<file path="config.mk">
export PLATFORM = sky130hd
export DESIGN_NAME = mlfq_three_level_scheduler_unit
export DESIGN_NICKNAME = d
export VERILOG_FILES = /design/src/hdl/mlfq_pkg.sv /design/src/hdl/mlfq_level_fifo.sv /design/src/hdl/mlfq_proc_table.sv /design/src/hdl/mlfq_three_level_scheduler_unit.sv
export SDC_FILE = /design/constraint.sdc
export NUM_CORES = 1
export LEC_CHECK = 0
export ABC_AREA = 1
export BUFFER_PORTS_ARGS = -buffer_cell sky130_fd_sc_hd__clkbuf_2
export CELL_PAD_IN_SITES_DETAIL_PLACEMENT = 0
export CELL_PAD_IN_SITES_GLOBAL_PLACEMENT = 1
export CORE_MARGIN = 2
export CORE_UTILIZATION = 45
export CTS_CLUSTER_SIZE = 24
export DETAILED_ROUTE_END_ITERATION = 8
export PLACE_DENSITY_LB_ADDON = 0.1
export SLEW_MARGIN = 15
export SYNTH_ARGS = -nofsm -noshare
export SYNTH_HDL_FRONTEND = slang
export SYNTH_SLANG_ARGS = --single-unit
</file>
<file path="constraint.sdc">
create_clock -name clk -period 5.6 [get_ports clk]
set_clock_uncertainty 0.15 [all_clocks]
set_input_delay 1.12 -clock clk [delete_from_list [all_inputs] [get_ports clk]]
set_output_delay 1.12 -clock clk [all_outputs]
set_load 0.005 [all_outputs]
</file>
<file path="src/hdl/mlfq_pkg.sv">
package mlfq_pkg;

  localparam int NUM_PROCS   = 16;
  localparam int QUEUE_DEPTH = 16;
  localparam int NUM_LEVELS  = 3;

  localparam int PID_W     = 4;
  localparam int BURST_W   = 16;
  localparam int QUANT_W   = 16;
  localparam int LEVEL_W   = 2;
  localparam int CFG_IDX_W = 1;
  localparam int QIDX_W    = $clog2(QUEUE_DEPTH);
  localparam int CNT_W     = $clog2(QUEUE_DEPTH + 1);

  localparam logic CMD_TICK   = 1'b0;
  localparam logic CMD_ARRIVE = 1'b1;

  localparam logic [CFG_IDX_W-1:0] CFG_LEVEL0_QUANTUM = 1'b0;
  localparam logic [CFG_IDX_W-1:0] CFG_LEVEL1_QUANTUM = 1'b1;

  localparam logic [LEVEL_W-1:0] LEVEL0 = 2'd0;
  localparam logic [LEVEL_W-1:0] LEVEL1 = 2'd1;
  localparam logic [LEVEL_W-1:0] LEVEL2 = 2'd2;

  typedef struct packed {
    logic             push;
    logic             pop;
    logic [PID_W-1:0] push_id;
  } fifo_ctl_t;

  typedef struct packed {
    logic [PID_W-1:0] head_id;
    logic             nonempty;
    logic             full;
  } fifo_stat_t;

  typedef struct packed {
    logic               en;
    logic [PID_W-1:0]   pid;
    logic [BURST_W-1:0] burst;
    logic [QUANT_W-1:0] quantum;
  } proc_wr_t;

  typedef struct packed {
    logic               ran;
    logic [PID_W-1:0]   run_process;
    logic [LEVEL_W-1:0] run_level;
    logic               finished;
    logic               demoted;
    logic               accepted;
  } result_t;

  function automatic logic [QIDX_W-1:0] next_slot(input logic [QIDX_W-1:0] idx);
    logic [QIDX_W-1:0] res;
    if (idx == QIDX_W'(QUEUE_DEPTH - 1)) begin
      res = '0;
    end else begin
      res = idx + QIDX_W'(1);
    end
    return res;
  endfunction

endpackage

</file>
<file path="src/hdl/mlfq_level_fifo.sv">
module mlfq_level_fifo
  import mlfq_pkg::*;
(
  input  logic       clk,
  input  logic       rst,
  input  fifo_ctl_t  ctl,
  output fifo_stat_t stat
);

  logic [PID_W-1:0]  slots [QUEUE_DEPTH];
  logic [QIDX_W-1:0] head;
  logic [QIDX_W-1:0] head_next;
  logic [QIDX_W-1:0] tail;
  logic [QIDX_W-1:0] tail_next;
  logic [CNT_W-1:0]  count;
  logic [CNT_W-1:0]  count_next;

  assign head_next  = ctl.pop  ? next_slot(head) : head;
  assign tail_next  = ctl.push ? next_slot(tail) : tail;
  assign count_next = count + CNT_W'(ctl.push) - CNT_W'(ctl.pop);

  assign stat.head_id  = slots[head];
  assign stat.nonempty = (count != '0);
  assign stat.full     = (count == CNT_W'(QUEUE_DEPTH));

  always_ff @(posedge clk) begin
    if (rst) begin
      head  <= '0;
      tail  <= '0;
      count <= '0;
    end else begin
      head  <= head_next;
      tail  <= tail_next;
      count <= count_next;
    end
  end

  // A pop and a push in the same cycle on a full queue write the slot being freed.
  always_ff @(posedge clk) begin
    if (ctl.push) begin
      slots[tail] <= ctl.push_id;
    end
  end

  a_no_pop_empty: assert property (@(posedge clk) disable iff (rst)
    ctl.pop |-> count != '0)
    else $error("pop from an empty queue");

  a_no_push_full: assert property (@(posedge clk) disable iff (rst)
    (ctl.push && !ctl.pop) |-> count != CNT_W'(QUEUE_DEPTH))
    else $error("push into a full queue");

  a_count_bound: assert property (@(posedge clk) disable iff (rst)
    count <= CNT_W'(QUEUE_DEPTH))
    else $error("queue count out of range");

endmodule

</file>
<file path="src/hdl/mlfq_proc_table.sv">
module mlfq_proc_table
  import mlfq_pkg::*;
(
  input  logic               clk,
  input  logic [PID_W-1:0]   rd_pid,
  output logic [BURST_W-1:0] rd_burst,
  output logic [QUANT_W-1:0] rd_quantum,
  input  proc_wr_t           wr
);

  logic [BURST_W-1:0] burst_left   [NUM_PROCS];
  logic [QUANT_W-1:0] quantum_left [NUM_PROCS];

  assign rd_burst   = burst_left[rd_pid];
  assign rd_quantum = quantum_left[rd_pid];

  always_ff @(posedge clk) begin
    if (wr.en) begin
      burst_left[wr.pid]   <= wr.burst;
      quantum_left[wr.pid] <= wr.quantum;
    end
  end

endmodule

</file>
<file path="src/hdl/mlfq_three_level_scheduler_unit.sv">
// Three-level feedback queue scheduler. Each input word is either a time tick or a process
// arrival and produces exactly one result word. The block takes one word per clock cycle
// unless a result waits to be taken: an accepted word sits in an input register, and in the
// cycle it moves to the result register the queue heads and the served process's burst and
// quantum counters are read, updated and written back, so the throughput is set by that
// single read-modify-write pass. A new word is accepted whenever the input register is
// empty or its word moves to the result register in that cycle, so a result that waits to
// be taken holds back at most one further word.
// There is no initialization sweep after reset; the block is ready once rst falls.
// The two quantum registers should be written only while no word is in flight.
module mlfq_three_level_scheduler_unit
  import mlfq_pkg::*;
(
  input  logic                 clk,
  input  logic                 rst,
  input  logic                 cfg_write,
  input  logic [CFG_IDX_W-1:0] cfg_index,
  input  logic [QUANT_W-1:0]   cfg_data,
  input  logic                 in_valid,
  output logic                 in_ready,
  input  logic                 command,
  input  logic [PID_W-1:0]     process_id,
  input  logic [BURST_W-1:0]   burst_length,
  output logic                 out_valid,
  input  logic                 out_ready,
  output logic                 ran,
  output logic [PID_W-1:0]     run_process,
  output logic [LEVEL_W-1:0]   run_level,
  output logic                 finished,
  output logic                 demoted,
  output logic                 accepted
);

  logic [QUANT_W-1:0] level0_quantum;
  logic [QUANT_W-1:0] level1_quantum;

  logic               item_full;
  logic               item_command;
  logic [PID_W-1:0]   item_pid;
  logic [BURST_W-1:0] item_burst;

  logic fire;

  fifo_ctl_t  ctl  [NUM_LEVELS];
  fifo_stat_t stat [NUM_LEVELS];

  logic               sel_any;
  logic [LEVEL_W-1:0] sel_level;
  logic [PID_W-1:0]   head_pid;
  logic               lower_full;
  logic [BURST_W-1:0] rd_burst;
  logic [QUANT_W-1:0] rd_quantum;
  logic               run_now;
  logic [BURST_W-1:0] burst_after;
  logic [QUANT_W-1:0] quantum_after;
  proc_wr_t           tw;
  result_t            res;

  assign fire     = item_full && (!out_valid || out_ready);
  assign in_ready = !item_full || fire;

  always_ff @(posedge clk) begin
    if (rst) begin
      level0_quantum <= QUANT_W'(4);
      level1_quantum <= QUANT_W'(8);
    end else if (cfg_write) begin
      unique case (cfg_index)
        CFG_LEVEL0_QUANTUM: level0_quantum <= cfg_data;
        CFG_LEVEL1_QUANTUM: level1_quantum <= cfg_data;
        default: ;
      endcase
    end
  end

  always_ff @(posedge clk) begin
    if (rst) begin
      item_full <= 1'b0;
    end else if (in_ready) begin
      item_full <= in_valid;
    end
  end

  always_ff @(posedge clk) begin
    if (in_ready && in_valid) begin
      item_command <= command;
      item_pid     <= process_id;
      item_burst   <= burst_length;
    end
  end

  for (genvar g = 0; g < NUM_LEVELS; g++) begin : g_level
    mlfq_level_fifo u_fifo (
      .clk  (clk),
      .rst  (rst),
      .ctl  (ctl[g]),
      .stat (stat[g])
    );
  end

  // The highest non-empty level is served.
  always_comb begin
    sel_any    = 1'b1;
    sel_level  = LEVEL0;
    head_pid   = stat[0].head_id;
    lower_full = stat[1].full;
    priority if (stat[0].nonempty) begin
      sel_level  = LEVEL0;
      head_pid   = stat[0].head_id;
      lower_full = stat[1].full;
    end else if (stat[1].nonempty) begin
      sel_level  = LEVEL1;
      head_pid   = stat[1].head_id;
      lower_full = stat[2].full;
    end else if (stat[2].nonempty) begin
      sel_level  = LEVEL2;
      head_pid   = stat[2].head_id;
      lower_full = 1'b1;
    end else begin
      sel_any = 1'b0;
    end
  end

  mlfq_proc_table u_table (
    .clk        (clk),
    .rd_pid     (head_pid),
    .rd_burst   (rd_burst),
    .rd_quantum (rd_quantum),
    .wr         (tw)
  );

  // Levels 0 and 1 run only while quantum is left; level 2 always runs.
  assign run_now       = (rd_quantum != '0) || (sel_level == LEVEL2);
  assign burst_after   = run_now ? rd_burst - BURST_W'(1) : rd_burst;
  assign quantum_after = (run_now && sel_level != LEVEL2) ? rd_quantum - QUANT_W'(1)
                                                          : rd_quantum;

  always_comb begin
    for (int i = 0; i < NUM_LEVELS; i++) begin
      ctl[i].push    = 1'b0;
      ctl[i].pop     = 1'b0;
      ctl[i].push_id = head_pid;
    end
    res        = '0;
    tw.en      = 1'b0;
    tw.pid     = head_pid;
    tw.burst   = burst_after;
    tw.quantum = quantum_after;

    if (item_command == CMD_ARRIVE) begin
      if (item_burst != '0 && 32'(item_pid) < NUM_PROCS && !stat[0].full) begin
        ctl[0].push    = 1'b1;
        ctl[0].push_id = item_pid;
        tw.en          = 1'b1;
        tw.pid         = item_pid;
        tw.burst       = item_burst;
        tw.quantum     = level0_quantum;
        res.accepted   = 1'b1;
      end
    end else if (sel_any) begin
      res.run_process = head_pid;
      res.run_level   = sel_level;
      if (rd_burst == '0) begin
        // Stale entry left behind by a repeated id: it leaves without running.
        ctl[sel_level].pop = 1'b1;
        res.finished       = 1'b1;
      end else begin
        res.ran = run_now;
        tw.en   = 1'b1;
        if (burst_after == '0) begin
          ctl[sel_level].pop = 1'b1;
          res.finished       = 1'b1;
        end else if (sel_level != LEVEL2 && quantum_after == '0) begin
          ctl[sel_level].pop = 1'b1;
          if (!lower_full) begin
            ctl[sel_level + LEVEL_W'(1)].push = 1'b1;
            tw.quantum  = (sel_level == LEVEL0) ? level1_quantum : '0;
            res.demoted = 1'b1;
          end else begin
            // The lower level is full, so the head rejoins its own tail.
            ctl[sel_level].push = 1'b1;
            tw.quantum = (sel_level == LEVEL0) ? level0_quantum : level1_quantum;
          end
        end
      end
    end

    if (!fire) begin
      for (int i = 0; i < NUM_LEVELS; i++) begin
        ctl[i].push = 1'b0;
        ctl[i].pop  = 1'b0;
      end
      tw.en = 1'b0;
    end
  end

  always_ff @(posedge clk) begin
    if (rst) begin
      out_valid <= 1'b0;
    end else if (fire) begin
      out_valid <= 1'b1;
    end else if (out_ready) begin
      out_valid <= 1'b0;
    end
  end

  always_ff @(posedge clk) begin
    if (fire) begin
      ran         <= res.ran;
      run_process <= res.run_process;
      run_level   <= res.run_level;
      finished    <= res.finished;
      demoted     <= res.demoted;
      accepted    <= res.accepted;
    end
  end

  a_fire_gives_word: assert property (@(posedge clk) disable iff (rst)
    fire |=> out_valid)
    else $error("processed word did not reach the result register");

  a_fin_dem_excl: assert property (@(posedge clk) disable iff (rst)
    out_valid |-> !(finished && demoted))
    else $error("a process both finished and was demoted");

  a_arrival_quiet: assert property (@(posedge clk) disable iff (rst)
    (out_valid && accepted) |-> (!ran && !finished && !demoted))
    else $error("arrival result carries run fields");

  a_demote_level: assert property (@(posedge clk) disable iff (rst)
    (out_valid && demoted) |-> (run_level == LEVEL0 || run_level == LEVEL1))
    else $error("demotion from the lowest level");

endmodule
</file>
==> results.ini <==
[synth]
synth-seq-cells=820
synth_top_area_share=0.577
avgSynthCellArea_um2=9.74
yosysMostFrequentCell=nand2_1
synthFlopType=edfxtp_1
synth_edf_count=735
async_reset_ff_frac=0
syn_area_um2=38300
ys_warn_count=0
synth_seq_area_share=0.621
synthCells=3928
netlist_top_cells_count=nand2_1, edfxtp_1, nand3_1
netlist-cell-type-count=48
syn_nets=4010
synthTopCellsByArea=edfxtp_1, nand2_1, nand3_1, inv_1, dfxtp_1
synth_top_area_cell=edfxtp_1

[timing]
min_period_over_period=1.03
rsz0062_at_grt=true
fmaxAchievable_mhz=173
period_minus_slack_ns=5.77
worstMarginPinSlew_ns=1.13
hold_violations=0
setup_viol=17
setup_tns_ns=-1.25
worst_slack_ns=-0.172
max_slew_margin=0.243
slew_viol_final=0

[clock_network]
path_clk_slew_ns=0.06
htreeDepth=3
cts_buffers=89
root_buffer=clkbuf_16
cts_buffer_depth=3
cts.sinks=820
worstSkewPairLatency_ns=0.67
cts_tree=done
postCtsHoldBufs=0

[power]
seqPwrFrac=0.467
internal-power_mw=11.2
p_comb_frac=0.149
power.density_nw_per_um2=296
finalPower_mw=15.1
sw_frac_of_total=0.257
switching_power_mw=3.88
p_leak_nw=21.4
p_clk_frac=0.384
peakVddDrop_mv=0.254

[final_layout]
final_cells=5742
fillerInstances=7121
synthToLayoutAreaGrowth_pct=33.1
seqCellArea_um2=23800
n_antenna_cell=0
drive_gt1_frac=0.265
final_nets=4620
multiInputGateArea_um2=12600

[floorplanning]
die_area_um2=87400
rows=106
die_w_um=296
io_pins=55
coreArea_um2=84000
die_y_um=296
start_util=0.456

[outcome]
status=finished with violations
violations=negative setup slack

[detailed_routing]
ant_nets=0
wirelength_um=123000
drc=0
first_iter_violations=2726
wl_per_cell_um=21.3
vias=30493
drtPass1Iterations=6
viasPerCell=5.31

[setup_path]
crit_arrival_ns=6.16
crit_fanout=6
end_kind=register
crit_required_ns=5.99
crit_type=register to register
critPathMaxStageDelay_ns=0.39
slowest_stage=fa_2
cp_top_family=simple AND/OR/NAND/NOR gates
cpMostUsedCell=nand3_2
startpoint_type=register
worst-path-buf-inv=11

[grt]
overflow=0
grt_pass1_vias=28665
grt_util_met1=0.380
grt_max_degree=50
grt_antenna_before_repair=0
top_usage_layer=met2
met2_usage=0.461
grt_use_met3=0.0306
grt_usage=0.274
grt_pass1_wl_um=179000

[worst_hold_path]
min_from=level1_quantum[14]
hp-class=register to register

[placement]
port_buffers=54
post-place-cells=5401
dp.final_hpwl_um=75500
post-place-ws_ns=-0.554
gp_congestion=0.916

[job]
maxCapViolations=0

==> what timing repair did <==
item | in CTS | in global routing
endpoints found under the hold margin | 0 | 0
gates resized for setup | 223 | 322
setup endpoints to repair | 524 | 952
pin swaps | 84 | 102
gates cloned | 21 | 17
buffers inserted | 103 | 61
==> sequential cells by signal, indices dropped and copies added, names as in the netlist, named ones only <==
name,flops
item_full,1
accepted,1
g_level.u_fifo.tail,12
g_level.u_fifo.slots,192
level0_quantum,16
item_command,1
ran,1
demoted,1
run_level,2
g_level.u_fifo.head,12
run_process,4
u_table.burst_left,256
g_level.u_fifo.count,15
finished,1
level1_quantum,16
item_burst,16
u_table.quantum_left,256
out_valid,1
item_pid,4
==> area by class of cell <==
cell class / count / share of cell area
Clock buffer: 108 / 0.0454
Clock inverter: 53 / 0.0108
Inverter: 604 / 0.0459
Multi-Input combinational cell: 2300 / 0.248
Sequential cell: 820 / 0.467
Tap cell: 1134 / 0.0279
Timing Repair Buffer: 721 / 0.155
Timing Repair inverter: 2 / 0.000393
==> cells in the final DEF, fill, tap and decap left out, types with 13 or more instances in the layout <==
cell / count
ha_1: 23
nor2_2: 41
nand3_2: 42
buf_16: 21
clkbuf_16: 99
buf_6: 71
inv_1: 553
o211ai_1: 20
inv_2: 31
a21oi_1: 33
nand2_1: 764
o21ai_2: 13
nor2_4: 64
clkinv_2: 14
buf_12: 119
o21ai_1: 31
nand4_1: 199
nand3_4: 15
clkinv_1: 24
clkbuf_1: 18
nand3_1: 549
buf_4: 430
o21ai_0: 80
nand2_2: 75
nor2_1: 216
dfxtp_1: 79
edfxtp_1: 735
clkbuf_2: 54
nand2_4: 22
==> layer usage <==
| layer | vias to the layer above | share of wire |
|---|---|---|
| li1 | 14472 | - |
| met1 | 14856 | 0.44 |
| met2 | 960 | 0.48 |
| met3 | 205 | 0.053 |
| met4 | 0 | 0.027 |
| met5 | - | 0 |
==> power groups by stage <==
stage	combinational [mW]	sequential, mW	clock (mW)
final	2.25	7.03	5.79
after global routing	2.40	7.04	6.11
after CTS	2.07	7.03	5.89
after detailed placement	1.84	7.16	0
after global placement	1.84	7.16	0
after floorplan	0.857	7.15	0
==> cells by family after synthesis <==
group,share of synthesized area
and+or+nand+nor,0.238
DFF,0.621
buffers and inverters,0.0899
AOI/OAI and AO/OA,0.0339
adders and majority gates,0.0133
xor gates and xnor gates,0.00366
muxes,0.000262
==> through the flow <==
step / cell area [um^2] / utilization / hold WS, ns
final: 50900 / 0.606 / 0.336
after CTS: 49100 / 0.585 / 0.342
after detailed placement: 44000 / 0.524 / 0.325
after global placement: 44000 / 0.524 / 0.321
after floorplan: 38300 / - / 0.293
after global routing: 50900 / 0.606 / 0.366
==> worst reg2reg max path, delay by kind of cell (launching register included) <==
family / cells / cell delay (ns)
AND/OR/NAND/NOR: 25 / 3.06
buffers and inverters: 11 / 1.20
flip-flops: 1 / 0.38
adder cells (fa/ha/maj): 2 / 0.56
AO/OA/AOI/OAI: 3 / 0.28
==> path summary, 6_finish.rpt <==
check / end / slack, ns / cells past startpoint
max: g_level[1].u_fifo.count[4] / -0.17 / 41
min: level1_quantum[14] / 0.34 / 2
min reg2reg: level1_quantum[14] / 0.34 / 2
max reg2reg: g_level[1].u_fifo.count[4] / -0.17 / 41
No activity file was read; power rests on OpenSTA's default activity.
